## src/rtl/core/utf8_stream_decoder_top_defines.svh

```systemverilog
// Assertion macros used by the decoder top.
`ifndef UTF8_STREAM_DECODER_TOP_DEFINES_SVH
`define UTF8_STREAM_DECODER_TOP_DEFINES_SVH

// Same-cycle implication, checked on every rising edge outside reset.
`define U8SD_ASSERT_NOW(label, ante, cons, msg) \
  label: assert property (@(posedge clk) disable iff (!rst_n) (ante) |-> (cons)) \
    else $error(msg);

// Next-cycle implication, checked on every rising edge outside reset.
`define U8SD_ASSERT_NEXT(label, ante, cons, msg) \
  label: assert property (@(posedge clk) disable iff (!rst_n) (ante) |=> (cons)) \
    else $error(msg);

`endif

```

## src/rtl/core/u8sd_pkg.sv

```systemverilog
package u8sd_pkg;

  localparam int unsigned CP_W    = 21;
  localparam int unsigned BYTE_W  = 8;
  localparam int unsigned LEN_W   = 3;
  localparam int unsigned PEND_W  = 2;
  localparam int unsigned CONT_W  = 6;

  localparam logic [CP_W-1:0]   SUBST_CHAR = 21'h00003F;
  localparam logic [CP_W-1:0]   BMP_LIMIT  = 21'h010000;
  localparam logic [BYTE_W-1:0] NUL_MARK   = 8'h00;
  localparam logic [BYTE_W-1:0] NL_MARK    = 8'h01;

  // Lead byte patterns and their payload masks.
  localparam logic [BYTE_W-1:0] MASK_FOUR  = 8'b1111_1000;
  localparam logic [BYTE_W-1:0] PAT_FOUR   = 8'b1111_0000;
  localparam logic [BYTE_W-1:0] MASK_THREE = 8'b1111_0000;
  localparam logic [BYTE_W-1:0] PAT_THREE  = 8'b1110_0000;
  localparam logic [BYTE_W-1:0] MASK_TWO   = 8'b1110_0000;
  localparam logic [BYTE_W-1:0] PAT_TWO    = 8'b1100_0000;
  localparam logic [BYTE_W-1:0] MASK_ONE   = 8'b1000_0000;
  localparam logic [BYTE_W-1:0] CONT_MASK  = 8'b0011_1111;
  localparam logic [BYTE_W-1:0] PAY_TWO    = 8'b0001_1111;
  localparam logic [BYTE_W-1:0] PAY_THREE  = 8'b0000_1111;
  localparam logic [BYTE_W-1:0] PAY_FOUR   = 8'b0000_0111;

  typedef enum logic [2:0] {
    LEAD_END,
    LEAD_ASCII,
    LEAD_TWO,
    LEAD_THREE,
    LEAD_FOUR,
    LEAD_BAD
  } lead_class_t;

  // Classifies a byte seen at a character boundary.
  function automatic lead_class_t classify_lead(input logic [BYTE_W-1:0] b);
    lead_class_t cls;
    if (b == NUL_MARK || b == NL_MARK) begin
      cls = LEAD_END;
    end else if ((b & MASK_FOUR) == PAT_FOUR) begin
      cls = LEAD_FOUR;
    end else if ((b & MASK_THREE) == PAT_THREE) begin
      cls = LEAD_THREE;
    end else if ((b & MASK_TWO) == PAT_TWO) begin
      cls = LEAD_TWO;
    end else if ((b & MASK_ONE) == '0) begin
      cls = LEAD_ASCII;
    end else begin
      cls = LEAD_BAD;
    end
    return cls;
  endfunction

endpackage

```

## src/rtl/core/utf8_stream_decoder_top.sv

```systemverilog
// A byte that ends a character passes from the input register through the decode
// stage into the result register, which it enters once the result register is free.
// Throughput: one byte per cycle, set by the single decode stage between the input
// register and the result register; a stalled result holds both stages.
// Reset: synchronous, active low; clears the stage valids and the decoder state,
// leaving the decoder at a character boundary.
`include "utf8_stream_decoder_top_defines.svh"

module utf8_stream_decoder_top
  import u8sd_pkg::*;
(
  input  logic              clk,
  input  logic              rst_n,
  input  logic              in_valid,
  output logic              in_ready,
  input  logic [BYTE_W-1:0] in_byte,
  output logic              out_valid,
  input  logic              out_ready,
  output logic [CP_W-1:0]   out_code_point,
  output logic [LEN_W-1:0]  out_seq_bytes,
  output logic              out_bad_lead,
  output logic              out_beyond_bmp,
  output logic              out_end_of_text
);

  logic              s1_valid_r;
  logic [BYTE_W-1:0] s1_byte_r;
  logic              s1_adv;

  logic [PEND_W-1:0] pending_r, pending_nxt;
  logic [CP_W-1:0]   partial_r, partial_nxt;
  logic [LEN_W-1:0]  seq_len_r, seq_len_nxt;

  logic              emit;
  logic [CP_W-1:0]   emit_cp;
  logic [LEN_W-1:0]  emit_len;
  logic              emit_bad;
  logic              emit_eot;
  lead_class_t       lead_cls;

  logic              out_valid_r, out_valid_nxt;
  logic [CP_W-1:0]   out_cp_r;
  logic [LEN_W-1:0]  out_len_r;
  logic              out_bad_r;
  logic              out_bmp_r;
  logic              out_eot_r;

  // Pipeline control: the decode stage moves when the result register is free.
  assign s1_adv   = s1_valid_r && (!out_valid_r || out_ready);
  assign in_ready = !s1_valid_r || s1_adv;

  // Input register.
  always_ff @(posedge clk) begin
    if (!rst_n) begin
      s1_valid_r <= 1'b0;
    end else if (in_ready) begin
      s1_valid_r <= in_valid;
    end
    if (in_ready && in_valid) begin
      s1_byte_r <= in_byte;
    end
  end

  // Decode of the registered byte against the current sequence state.
  always_comb begin
    lead_cls    = classify_lead(s1_byte_r);
    pending_nxt = pending_r;
    partial_nxt = partial_r;
    seq_len_nxt = seq_len_r;
    emit        = 1'b0;
    emit_cp     = partial_r;
    emit_len    = seq_len_r;
    emit_bad    = 1'b0;
    emit_eot    = 1'b0;
    if (pending_r != '0) begin
      // Continuation: shift in six payload bits without checking the form.
      partial_nxt = {partial_r[CP_W-CONT_W-1:0], s1_byte_r[CONT_W-1:0]};
      pending_nxt = pending_r - 1'b1;
      emit        = (pending_r == PEND_W'(1));
      emit_cp     = partial_nxt;
    end else begin
      unique case (lead_cls)
        LEAD_END: begin
          emit     = 1'b1;
          emit_cp  = '0;
          emit_len = LEN_W'(1);
          emit_eot = 1'b1;
        end
        LEAD_ASCII: begin
          emit     = 1'b1;
          emit_cp  = CP_W'(s1_byte_r);
          emit_len = LEN_W'(1);
        end
        LEAD_TWO: begin
          partial_nxt = CP_W'(s1_byte_r & PAY_TWO);
          pending_nxt = PEND_W'(1);
          seq_len_nxt = LEN_W'(2);
        end
        LEAD_THREE: begin
          partial_nxt = CP_W'(s1_byte_r & PAY_THREE);
          pending_nxt = PEND_W'(2);
          seq_len_nxt = LEN_W'(3);
        end
        LEAD_FOUR: begin
          partial_nxt = CP_W'(s1_byte_r & PAY_FOUR);
          pending_nxt = PEND_W'(3);
          seq_len_nxt = LEN_W'(4);
        end
        default: begin
          emit     = 1'b1;
          emit_cp  = SUBST_CHAR;
          emit_len = LEN_W'(1);
          emit_bad = 1'b1;
        end
      endcase
    end
  end

  // Sequence state advances once per byte leaving the decode stage.
  always_ff @(posedge clk) begin
    if (!rst_n) begin
      pending_r <= '0;
      partial_r <= '0;
      seq_len_r <= '0;
    end else if (s1_adv) begin
      pending_r <= pending_nxt;
      partial_r <= partial_nxt;
      seq_len_r <= seq_len_nxt;
    end
  end

  // Result register.
  assign out_valid_nxt = s1_adv ? emit : (out_valid_r && !out_ready);

  always_ff @(posedge clk) begin
    if (!rst_n) begin
      out_valid_r <= 1'b0;
    end else begin
      out_valid_r <= out_valid_nxt;
    end
    if (s1_adv && emit) begin
      out_cp_r  <= emit_cp;
      out_len_r <= emit_len;
      out_bad_r <= emit_bad;
      out_bmp_r <= (emit_cp >= BMP_LIMIT);
      out_eot_r <= emit_eot;
    end
  end

  assign out_valid       = out_valid_r;
  assign out_code_point  = out_cp_r;
  assign out_seq_bytes   = out_len_r;
  assign out_bad_lead    = out_bad_r;
  assign out_beyond_bmp  = out_bmp_r;
  assign out_end_of_text = out_eot_r;

  // Checks on the decoder's own bookkeeping.
  `U8SD_ASSERT_NOW(a_len_tracks_pending, pending_r != '0,
    seq_len_r > LEN_W'(pending_r) && seq_len_r <= LEN_W'(4), "sequence length out of step with pending count")
  `U8SD_ASSERT_NOW(a_bad_is_single, out_valid_r && out_bad_r,
    out_len_r == LEN_W'(1) && out_cp_r == SUBST_CHAR && !out_eot_r, "bad lead result malformed")
  `U8SD_ASSERT_NEXT(a_emit_lands, s1_adv && emit,
    out_valid_r, "emitted result did not reach the result register")
  `U8SD_ASSERT_NOW(a_eot_is_zero, out_valid_r && out_eot_r,
    out_cp_r == '0 && !out_bmp_r && out_len_r == LEN_W'(1), "end of text result malformed")

endmodule

```

## config.mk

```make
export PLATFORM = sky130hd
export DESIGN_NAME = utf8_stream_decoder_top
export DESIGN_NICKNAME = d
export VERILOG_FILES = /design/src/rtl/core/u8sd_pkg.sv /design/src/rtl/core/utf8_stream_decoder_top.sv
export VERILOG_INCLUDE_DIRS = /design/src /design/src/rtl/core
export SDC_FILE = /design/constraint.sdc
export NUM_CORES = 1
export LEC_CHECK = 0
export ABC_AREA = 0
export CAP_MARGIN = 20
export CORE_ASPECT_RATIO = 2
export CORE_MARGIN = 3
export CORE_UTILIZATION = 56
export DETAILED_ROUTE_END_ITERATION = 16
export DONT_BUFFER_PORTS = 1
export PLACE_DENSITY = 0.74
export SYNTH_ARGS = -nofsm -noshare
export SYNTH_HDL_FRONTEND = slang
export SYNTH_SLANG_ARGS = --single-unit
```

## constraint.sdc

```tcl
create_clock -name clk -period 3.1 [get_ports clk]
set_input_delay 0 -clock clk [delete_from_list [all_inputs] [get_ports clk]]
set_output_delay 0 -clock clk [all_outputs]
set_load 0.005 [all_outputs]
```

Word level (Yosys, flattened, before mapping)
Index checks and enable logic that the tools add are counted.
{"block": "totals", "in_bits": 12, "word_cells": 62, "regBits": 63}
{"block": "op_classes", "reduce_logical": 20, "bitwise": 1, "n_lt_le_gt_ge": 1, "eq_ne": 9, "addsub": 1, "muxes": 19}
{"cell": "$pmux W21 S3", "n": 2}
{"cell": "$mux W21", "n": 2}
{"cell": "$ge A21 B17 Y1 const B", "n": 1}
{"cell": "$mux W3", "n": 7}
{"cell": "$logic_not A8 Y1", "n": 2}
{"cell": "$pmux W3 S3", "n": 1}
{"cell": "$eq A8 B1 Y1 const B", "n": 1}
{"cell": "$eq A3 B2 Y1 const B", "n": 2}
{"cell": "$eq A3 B3 Y1 const B", "n": 2}
{"cell": "$pmux W2 S3", "n": 1}
{"cell": "$eq A5 B5 Y1 const B", "n": 1}
{"cell": "$mux W1", "n": 5}
{"cell": "$reduce_or A5 Y1", "n": 1}
{"cell": "$eq A4 B4 Y1 const B", "n": 1}
{"cell": "$logic_and A1 B1 Y1", "n": 4}
{"cell": "$reduce_bool A4 Y1", "n": 1}
{"cell": "$eq A3 B1 Y1 const B", "n": 1}
{"cell": "$logic_not A1 Y1", "n": 3}
{"cell": "$logic_not A3 Y1", "n": 1}
{"cell": "$logic_or A1 B1 Y1", "n": 3}
{"cell": "$reduce_and A3 Y1", "n": 1}
{"cell": "$reduce_bool A3 Y1", "n": 1}
{"cell": "$reduce_or A3 Y1", "n": 1}
{"cell": "$eq A2 B1 Y1 const B", "n": 1}
{"cell": "other kinds (5)", "n": 5}

Logic depth before layout (Yosys ltp)
Gate-level depths: netlist of the first run.
{"block": "depth", "ltp_word": 11, "depth_mapped": 7}

Worst setup path before layout of the first run
No wires, ideal clock.
{"block": "synth_timing", "path_kind": "reg-to-reg", "from": "register s1_byte_r[5]", "to": "register out_bad_r (netlist: out_bad_lead), enable pin", "slack_ns": -0.282, "synth_period_minus_slack_ns": 3.382, "arrival_ns": 2.927, "t_required_ns": 2.645, "setup_time_ns": 0.455, "stages_incl_launch_ff": 4, "cell_sequence": "edfxtp_1 -> nand3_4 -> and2_1 -> a211oi_1"}
{"block": "synth_between", "elab_chain_len": 10, "elab_cells_between_ends": 17, "classes_between": "eq/ne: 7; mux: 6; reduce/logical: 4"}
{"element": "from (decl)", "line_no": "utf8_stream_decoder_top.sv:27", "rtl": "logic [BYTE_W-1:0] s1_byte_r;"}
{"element": "from (signal assigned)", "line_no": "utf8_stream_decoder_top.sv:60", "rtl": "s1_byte_r <= in_byte;"}
{"element": "$eq A3 B3 Y1", "line_no": "u8sd_pkg.sv:45", "rtl": "end else if ((b & MASK_TWO) == PAT_TWO) begin"}
{"element": "$mux W3", "line_no": "u8sd_pkg.sv:45"}
{"element": "$mux W3", "line_no": "u8sd_pkg.sv:43", "rtl": "end else if ((b & MASK_THREE) == PAT_THREE) begin"}
{"element": "$mux W3", "line_no": "u8sd_pkg.sv:41", "rtl": "end else if ((b & MASK_FOUR) == PAT_FOUR) begin"}
{"element": "$mux W3 (*)", "line_no": "u8sd_pkg.sv:39", "rtl": "if (b == NUL_MARK || b == NL_MARK) begin"}
{"element": "$eq A3 B3 Y1 or $eq A3 B2 Y1 (tied branches)", "line_no": "utf8_stream_decoder_top.sv:82", "rtl": "unique case (lead_cls)"}
{"element": "$reduce_or A3 Y1 (no line) (*)"}
{"element": "$mux W1 (*)", "line_no": "utf8_stream_decoder_top.sv:82"}
{"element": "$mux W1 (*)", "line_no": "utf8_stream_decoder_top.sv:75", "rtl": "if (pending_r != '0) begin"}
{"element": "$logic_and A1 B1 Y1 (*)", "line_no": "utf8_stream_decoder_top.sv:141", "rtl": "if (s1_adv && emit) begin"}
{"element": "to (signal assigned)", "line_no": "utf8_stream_decoder_top.sv:144", "rtl": "out_bad_r <= emit_bad;"}
{"element": "to (decl)", "line_no": "utf8_stream_decoder_top.sv:44", "rtl": "logic out_bad_r;"}
Every way passes the cells marked *; elsewhere a longest branch is shown, timed or not.
A chain may end at the register's enable or synchronous reset.

Final worst setup path of the first run
{"block": "layout_timing", "from": "register out_valid_r (netlist: out_valid)", "to": "register out_valid_r (netlist: out_valid)"}
{"block": "layout_between", "elab_chain_len": 4, "elab_cells_between_ends": 5, "classes_between": "mux: 1; reduce/logical: 4"}
{"element": "from (decl)", "line_no": "utf8_stream_decoder_top.sv:41", "rtl": "logic out_valid_r, out_valid_nxt;"}
{"element": "from (signal assigned)", "line_no": "utf8_stream_decoder_top.sv:139", "rtl": "out_valid_r <= out_valid_nxt;"}
{"element": "$logic_not A1 Y1", "line_no": "utf8_stream_decoder_top.sv:49", "rtl": "assign s1_adv = s1_valid_r && (!out_valid_r || out_ready);"}
{"element": "$logic_or A1 B1 Y1", "line_no": "utf8_stream_decoder_top.sv:49"}
{"element": "$logic_and A1 B1 Y1", "line_no": "utf8_stream_decoder_top.sv:49"}
{"element": "$mux W1 (*)", "line_no": "utf8_stream_decoder_top.sv:133", "rtl": "assign out_valid_nxt = s1_adv ? emit : (out_valid_r && !out_ready);"}
Marked as above.

==> results of run 1 <==
sequential cells by signal, summed over array words and instances (netlist names), 2 cells and up:
signal,cells
out_code_point,21
out_seq_bytes,3
partial_r,21
pending_r,2
s1_byte_r,8
seq_len_r,3
final cells by class:
cell class	instances	area [um^2]
Sequential cell	63	1610
Fill cell	389	1610
Multi-Input combinational cell	181	990
Clock buffer	12	155
Timing Repair Buffer	15	143
Tap cell	55	68.8
Clock inverter	4	21.3
Inverter	1	3.75
power breakdown:
part           internal (mW)  switching [mW]
combinational         0.0364          0.0672
clock                  0.328           0.310
sequential             0.911          0.0222
total                   1.28           0.399
how the worst max path moves through the flow:
stage	endpoint	slack, ns	cells past startpoint
finish	out_valid	0.95	5
global route	out_valid	0.78	5
CTS	out_valid	0.96	5
detailed placement	out_end_of_text	0.99	4
global placement	out_end_of_text	1.07	4
floorplan	out_bad_lead	0.67	3
critical path, stage by stage, from the launching register on:
cell and delay [ns]:
sky130_fd_sc_hd__dfxtp_1 0.33, sky130_fd_sc_hd__nand2b_1 0.12, sky130_fd_sc_hd__nand2_1 0.45, sky130_fd_sc_hd__a211oi_4 0.50
sky130_fd_sc_hd__o21a_1 0.15, sky130_fd_sc_hd__dlygate4sd3_1 0.55
cell families (layout without fill, tap and decap cells):
family	count (synthesis)	after routing	share of synthesized area, %
buffers and inverters	18	32	3.09
and+or+nand+nor	100	100	17.8
DFF	63	63	60.3
xor gates and xnor gates	1	1	0.328
AOI/OAI and AO/OA	80	80	18.5
repair_timing:
action                                  in CTS  in global routing
setup buffers                                0                  0
hold endpoints to repair                    36                  0
endpoints found under the setup margin       0                  0
hold buffers                                12                  0
per-layer routing:
layer / track usage [%] / wire length, um
met3: 5.32 / 216
met2: 38.1 / 3350
met4: 14.4 / 171
met1: 25.0 / 2080
met5: 0 / 0
cells in the final DEF (no fill, tap or decap), drive strengths merged, types with 2 or more instances in the layout:
cell and count:
nand2 57, and3 3, buf 3, clkinv 3, a21oi 4, dlygate4sd3 12, nand3 7, nor3 4
dfxtp 28, edfxtp 35, o21ai 45, and2 7, nor2b 2, a21boi 24, nor2 10, nand2b 2
or4 2, clkbuf 12
==> results.txt, run 1 <==
The worst min-delay path class is in2reg. The finished cells cover 2990 um^2. The run gives 3.39 ns as the required time at the worst-slack endpoint. Setup repair after global routing left no endpoint under its margin.

The run gives 0 as the initial antenna violation count. From left edge to right edge, the die measures 54.8 um. Via count of the first global-routing pass: 1928.

For the count of clock tree sinks, the log shows 63. The logs give 0.35 ns for the latest clock arrival within the worst-skew pair and 0.392 mV for the largest voltage drop on the vdd net. After detailed routing, the average wire length per cell comes to 17.6 um.

The run gives 0 as the warning count from the yosys run. The run gives 0 as the count of pins over their slew limit. The startpoint identified for the worst register-to-register timing path is out_valid. The clock arrives with 0.00934 ns of skew. Setup violations remaining at the end of the flow were counted as 0.

The maximum level of the CTS H-tree came out at 3. The number of buffers on the longest clock path was 2; the count of unique library cells instantiated by Yosys was 40. The number of enable-type register cells in the synthesized netlist works out to 35. Counting instances in the post-synthesis netlist gives the leading cell types as 56 x sky130_fd_sc_hd__nand2_1, 43 x sky130_fd_sc_hd__o21ai_0, 35 x sky130_fd_sc_hd__edfxtp_1, 28 x sky130_fd_sc_hd__dfxtp_1, 20 x sky130_fd_sc_hd__a21boi_0. The path with the worst hold slack has its endpoint at s1_byte_r[5]. Across all setup checks in the final design, the least slack found is 0.945 ns. The first global-routing pass estimated 9320 um of wire. The number of hold violations in the final report is 0, and the register clock-pin slew on the reported worst setup and hold paths is 0.06 ns. Largest area contributor in the netlist: sky130_fd_sc_hd__edfxtp_1. The die boundary height is 104 um. Once detailed placement completed, the half-perimeter wirelength came to 3820 um. The post-detailed-placement cell area was 2700 um^2; the clock period minus worst slack was 2.15 ns. TritonCTS built the clock tree. Sequential cells were found to cover 60.3% of the synthesized design area. At the end of the flow the core is filled with cells to 65.1%. In the final timing run, aggregate negative setup slack is 0 ns.

The initial core utilization was 58.1%; the placeable core region was 4600 um^2. The worst hold path begins at in_valid. The total power divided by cell area was 560 nW/um^2. Data on the critical path arrives at its endpoint at 2.45 ns. The worst setup path is captured at a flip-flop. The sort of element at the start of the critical path was a flip-flop.

Kind of critical path: reg2reg. The detail route stage leaves a number of antenna-violating nets equal to 0. The flow ran to the end, and the final reports show no timing, DRC or antenna violations.

The run gives 0 as the antenna diode count. The post-synth net total was 274. In this run the biggest area consumer among cell types represents 39.3% of the synthesized area. The detailed router finished its first iteration with 86 violations. Average cell area after synthesis: 10.2 um^2.

Of all flip-flops after synthesis, the portion carrying an async set or reset was 0%. Global routing finished with a remaining overflow of 0. The average vias per placed instance came out at 5.84. Leakage dissipation: 1.00 nW.

Ranked by total cell area, the synthesized netlist is headed by sky130_fd_sc_hd__edfxtp_1 39%, sky130_fd_sc_hd__dfxtp_1 21%, sky130_fd_sc_hd__o21ai_0 8.1%. Worst slack at placement: 0.988 ns. Input and output buffers added on the ports amount to 0.

The tools report the total power consumption of the routed design as 1.68 mW. Hold timing on the final database bottoms out at a slack of 0.0794 ns. Setup slack on the worst reg-to-reg path comes out at 0.95 ns. The detailed-route DRC error count was 0; the last weighted congestion value of the routability-driven placer was 0.839.

The wire length after detailed routing is 5820 um. The area growth from synthesis to layout is 12.0%. The synthesis-stage register bit count was 63; the post-synthesis cell count was 262. The most frequently used cell type in the post-synthesis netlist was sky130_fd_sc_hd__nand2_1. The number of I/O pins was 41. The most used flip-flop cell after synthesis is sky130_fd_sc_hd__edfxtp_1. The number of cells on the worst hold path was 1; the post-layout instance count excluding filler cells was 331. The cell area after synthesis was 2670 um^2. The start point of the critical path was out_valid. The floorplan step defined a die boundary enclosing 5690 um^2.

The tools report the number of buffers created by CTS as 9. The total vias in the final route is 1933, and the final clock period utilization by the worst path is 69.5%. After clock tree synthesis, the repair step resized 0 gates.

The count of TritonRoute iterations in the first routing pass was 4; the fraction of final layout cells with drive strength greater than 1 was 9.06%. For the number of placed instances with taps included, the log shows 303. The endpoint identified for the worst register-to-register timing path is out_valid.

For the max-cap check violation count, the log shows 0. Net count of the finished layout: 283. The tools report the relative slew slack as 42.0%. Timing would allow up to 464 MHz.

The initialized floorplan defines 35 standard-cell rows. The largest net degree at the start of global routing was 29; the critical-path maximum fanout was 24. For this run, the total global-route usage over all layers was measured as 23.2%. The depth of the worst register-to-register path is 5.

At the pin with the least slew margin, the transition time is 0.867 ns. The clock root buffer was sky130_fd_sc_hd__clkbuf_8.
No activity file was read; power rests on OpenSTA's default activity.
==> inputs of run 2 (changes only) <==
==> constraint.sdc (replaced) <==
create_clock -name clk -period 1.97 [get_ports clk]
set_input_delay 0 -clock clk [delete_from_list [all_inputs] [get_ports clk]]
set_output_delay 0 -clock clk [all_outputs]
set_load 0.005 [all_outputs]
==> run 2 against run 1 <==
Routed wire length is 4.3% higher. Cell count is 1.5% higher. Hold slack improved by 0.025 ns. Critical path depth down 1. Non-clock buffer count up 5. Sequential power rose by 57%. Clock skew barely moved. Flip-flop and latch count unchanged. Maximum frequency increased by 18%. Combinational power grew 73%. Clock power is 93% higher. Worst setup slack lost 0.81 ns.
==> results.txt, run 2 (same netlist as run 1, synthesis figures left out) <==
The flow ran to the end, and the final reports show no timing, DRC or antenna violations. The run gives 1.91 ns as the worst path arrival time. The smallest clock period supported by the final layout is computed as 1.83 ns. The critical path starts at s1_byte_r[5]. At the worst endpoint, the required time is 2.05 ns. The met3 track demand over resource in global routing was 5.76%. For the aggregate global routing overflow, the log shows 0. The max-cap check violation count was 0; the die outline area was 5690 um^2. The tools report the total vias in the final route as 2039. The hold path startpoint was in_valid. The logs give 288 for the net count of the finished layout and 0 for the initial antenna violation count. In this run, post-CTS repair resized a total of 0 instances. The via count of the first global-routing pass is 2086.

For the filler cell count in the final layout, the log shows 373. The clock arrives with 0.00911 ns of skew. The leakage dissipation is 1.04 nW, and the number of I/O pins is 41.

The top cell types in the final layout, fill and taps aside, are 56 x sky130_fd_sc_hd__nand2_1, 43 x sky130_fd_sc_hd__o21ai_0, 35 x sky130_fd_sc_hd__edfxtp_1. The met1 capacity usage during global routing is 25.0%, and the average routed wire per standard cell is 18.1 um. Detailed placement finished with a half-perimeter wire length of 4060 um. Setup repair after global routing left no endpoint under its margin. Summing internal, switching and leakage power gives 2.88 mW.

The repair_antennas step left the layout with diodes totalling 0. The placeable core region is 4600 um^2. The tools report the core utilization of the finished layout as 67.2%.

The startpoint of the worst-slack reg-to-reg timing path was s1_byte_r[5]. All-layer global routing usage: 25.1%. The remaining number of nets flagged by the antenna check after routing was 0; the post-synthesis to final-layout area growth was 15.6%. For met2 alone, demand over resource in global routing was 41.7%. The clock passes through at most 2 buffers.

Critical-path maximum fanout: 12. The library cell used most frequently in the layout, excluding fill and tap cells, is sky130_fd_sc_hd__nand2_1. Number of cells on the worst hold path: 1. The kind of critical path is reg2reg. The die boundary width was 54.8 um.

In this run the clock root is driven by a sky130_fd_sc_hd__clkbuf_8. With fillers left out, the area of the finished cells amounts to 3090 um^2. The logs give 0 for the number of hold violations in the final report and 1.05 mV for the largest voltage drop on the vdd net. For the count of pins over their slew limit, the log shows 0. Worst min-delay path class: in2reg. Measured along the y axis, the die boundary spans 104 um. For this run, design rule violations remaining after detail routing come to 0.

The number of buffers inserted by hold repair at cts is 11. For the largest net degree at the start of global routing, the log shows 29. The number of cells on the worst reg-to-reg path is 4.

The wire length after detailed routing is 6070 um. Clock-pin slew was measured on the worst setup and hold paths at 0.07 ns. The clock drives 63 sinks.

The tools report the latest clock arrival within the worst-skew pair as 0.34 ns. Dividing total power by cell area gives a power density of 932 nW/um^2. Number of buffers created by CTS: 9. Row generation in the floorplan step produced 35 rows. The congestion estimate from routability-driven global placement came to 0.926. The post-detailed-placement cell area is 2760 um^2, and the initial core utilization is 58.1%. Timing would allow up to 546 MHz. The maximum level of the CTS H-tree was 3; the wire length of the first global-routing pass was 9990 um.

The average vias per placed instance is 6.07, and the count of input and output buffers is 0. STA classifies the critical path endpoint as a flip-flop. For the pin with the worst max-slew slack, the measured transition is 0.863 ns. The relative slew slack came out at 42.3%.

Setup violations remaining at the end of the flow were counted as 0. The final clock period utilization by the worst path works out to 92.9%. For this run, the detailed router's first-pass iteration total came to 4. The number of setup buffers added after CTS is 0. In this run, the number of DRC markers left after iteration 0 of detailed routing was 55. The fraction of final layout cells with drive strength greater than 1 came out at 11.7%.

TritonCTS built the clock tree. STA classifies the critical path startpoint as a flip-flop. The layer flagged by global routing as most heavily used is met2.
## run 2: critical path, stage by stage, from the launching register on
cell	delay, ns
sky130_fd_sc_hd__edfxtp_1	0.56
sky130_fd_sc_hd__nand3_4	0.15
sky130_fd_sc_hd__nand2_2	0.23
sky130_fd_sc_hd__o21ai_2	0.10
sky130_fd_sc_hd__or4_1	0.52
## run 2: routing by layer
layer	share of wire, %	routed length (um)
met5	0	0
met4	5.0	304
met3	4.6	277
met2	58	3500
met1	33	1980
## run 2: cell type report
cell class / instances / area [um^2] / area share, %
clock buffer: 10 / 138 / 4.46
clock inverter: 6 / 83.8 / 2.71
inverter: 1 / 3.75 / 0.122
multi-input combinational: 181 / 992 / 32.1
sequential: 63 / 1610 / 52.2
tap: 55 / 68.8 / 2.23
timing repair buffer: 20 / 190 / 6.16
## run 2: path summary, 6_finish.rpt
path | end | slack (ns)
min | s1_byte_r[5] | 0.10
min reg2reg | seq_len_r[1] | 0.50
max reg2reg | out_beyond_bmp | 0.14
max | out_beyond_bmp | 0.14
## run 2: power breakdown
part / total [mW] / internal (mW) / switching, mW
Sequential: 1.47 / 1.43 / 0.0341
Clock: 1.23 / 0.739 / 0.491
Combinational: 0.180 / 0.0680 / 0.112
Total: 2.88 / 2.24 / 0.637
## run 2: per-stage QoR
stage | instances | setup slack (ns) | TNS [ns] | hold slack (ns)
after floorplan | 262 | -0.0212 | -0.574 | 0.0989
after global placement | 309 | 0.251 | 0 | 0.0989
after detailed placement | 309 | 0.195 | 0 | 0.0989
after CTS | 336 | 0.192 | 0 | 0.0682
after global routing | 336 | 0.0434 | 0 | 0.116
final | 336 | 0.139 | 0 | 0.104
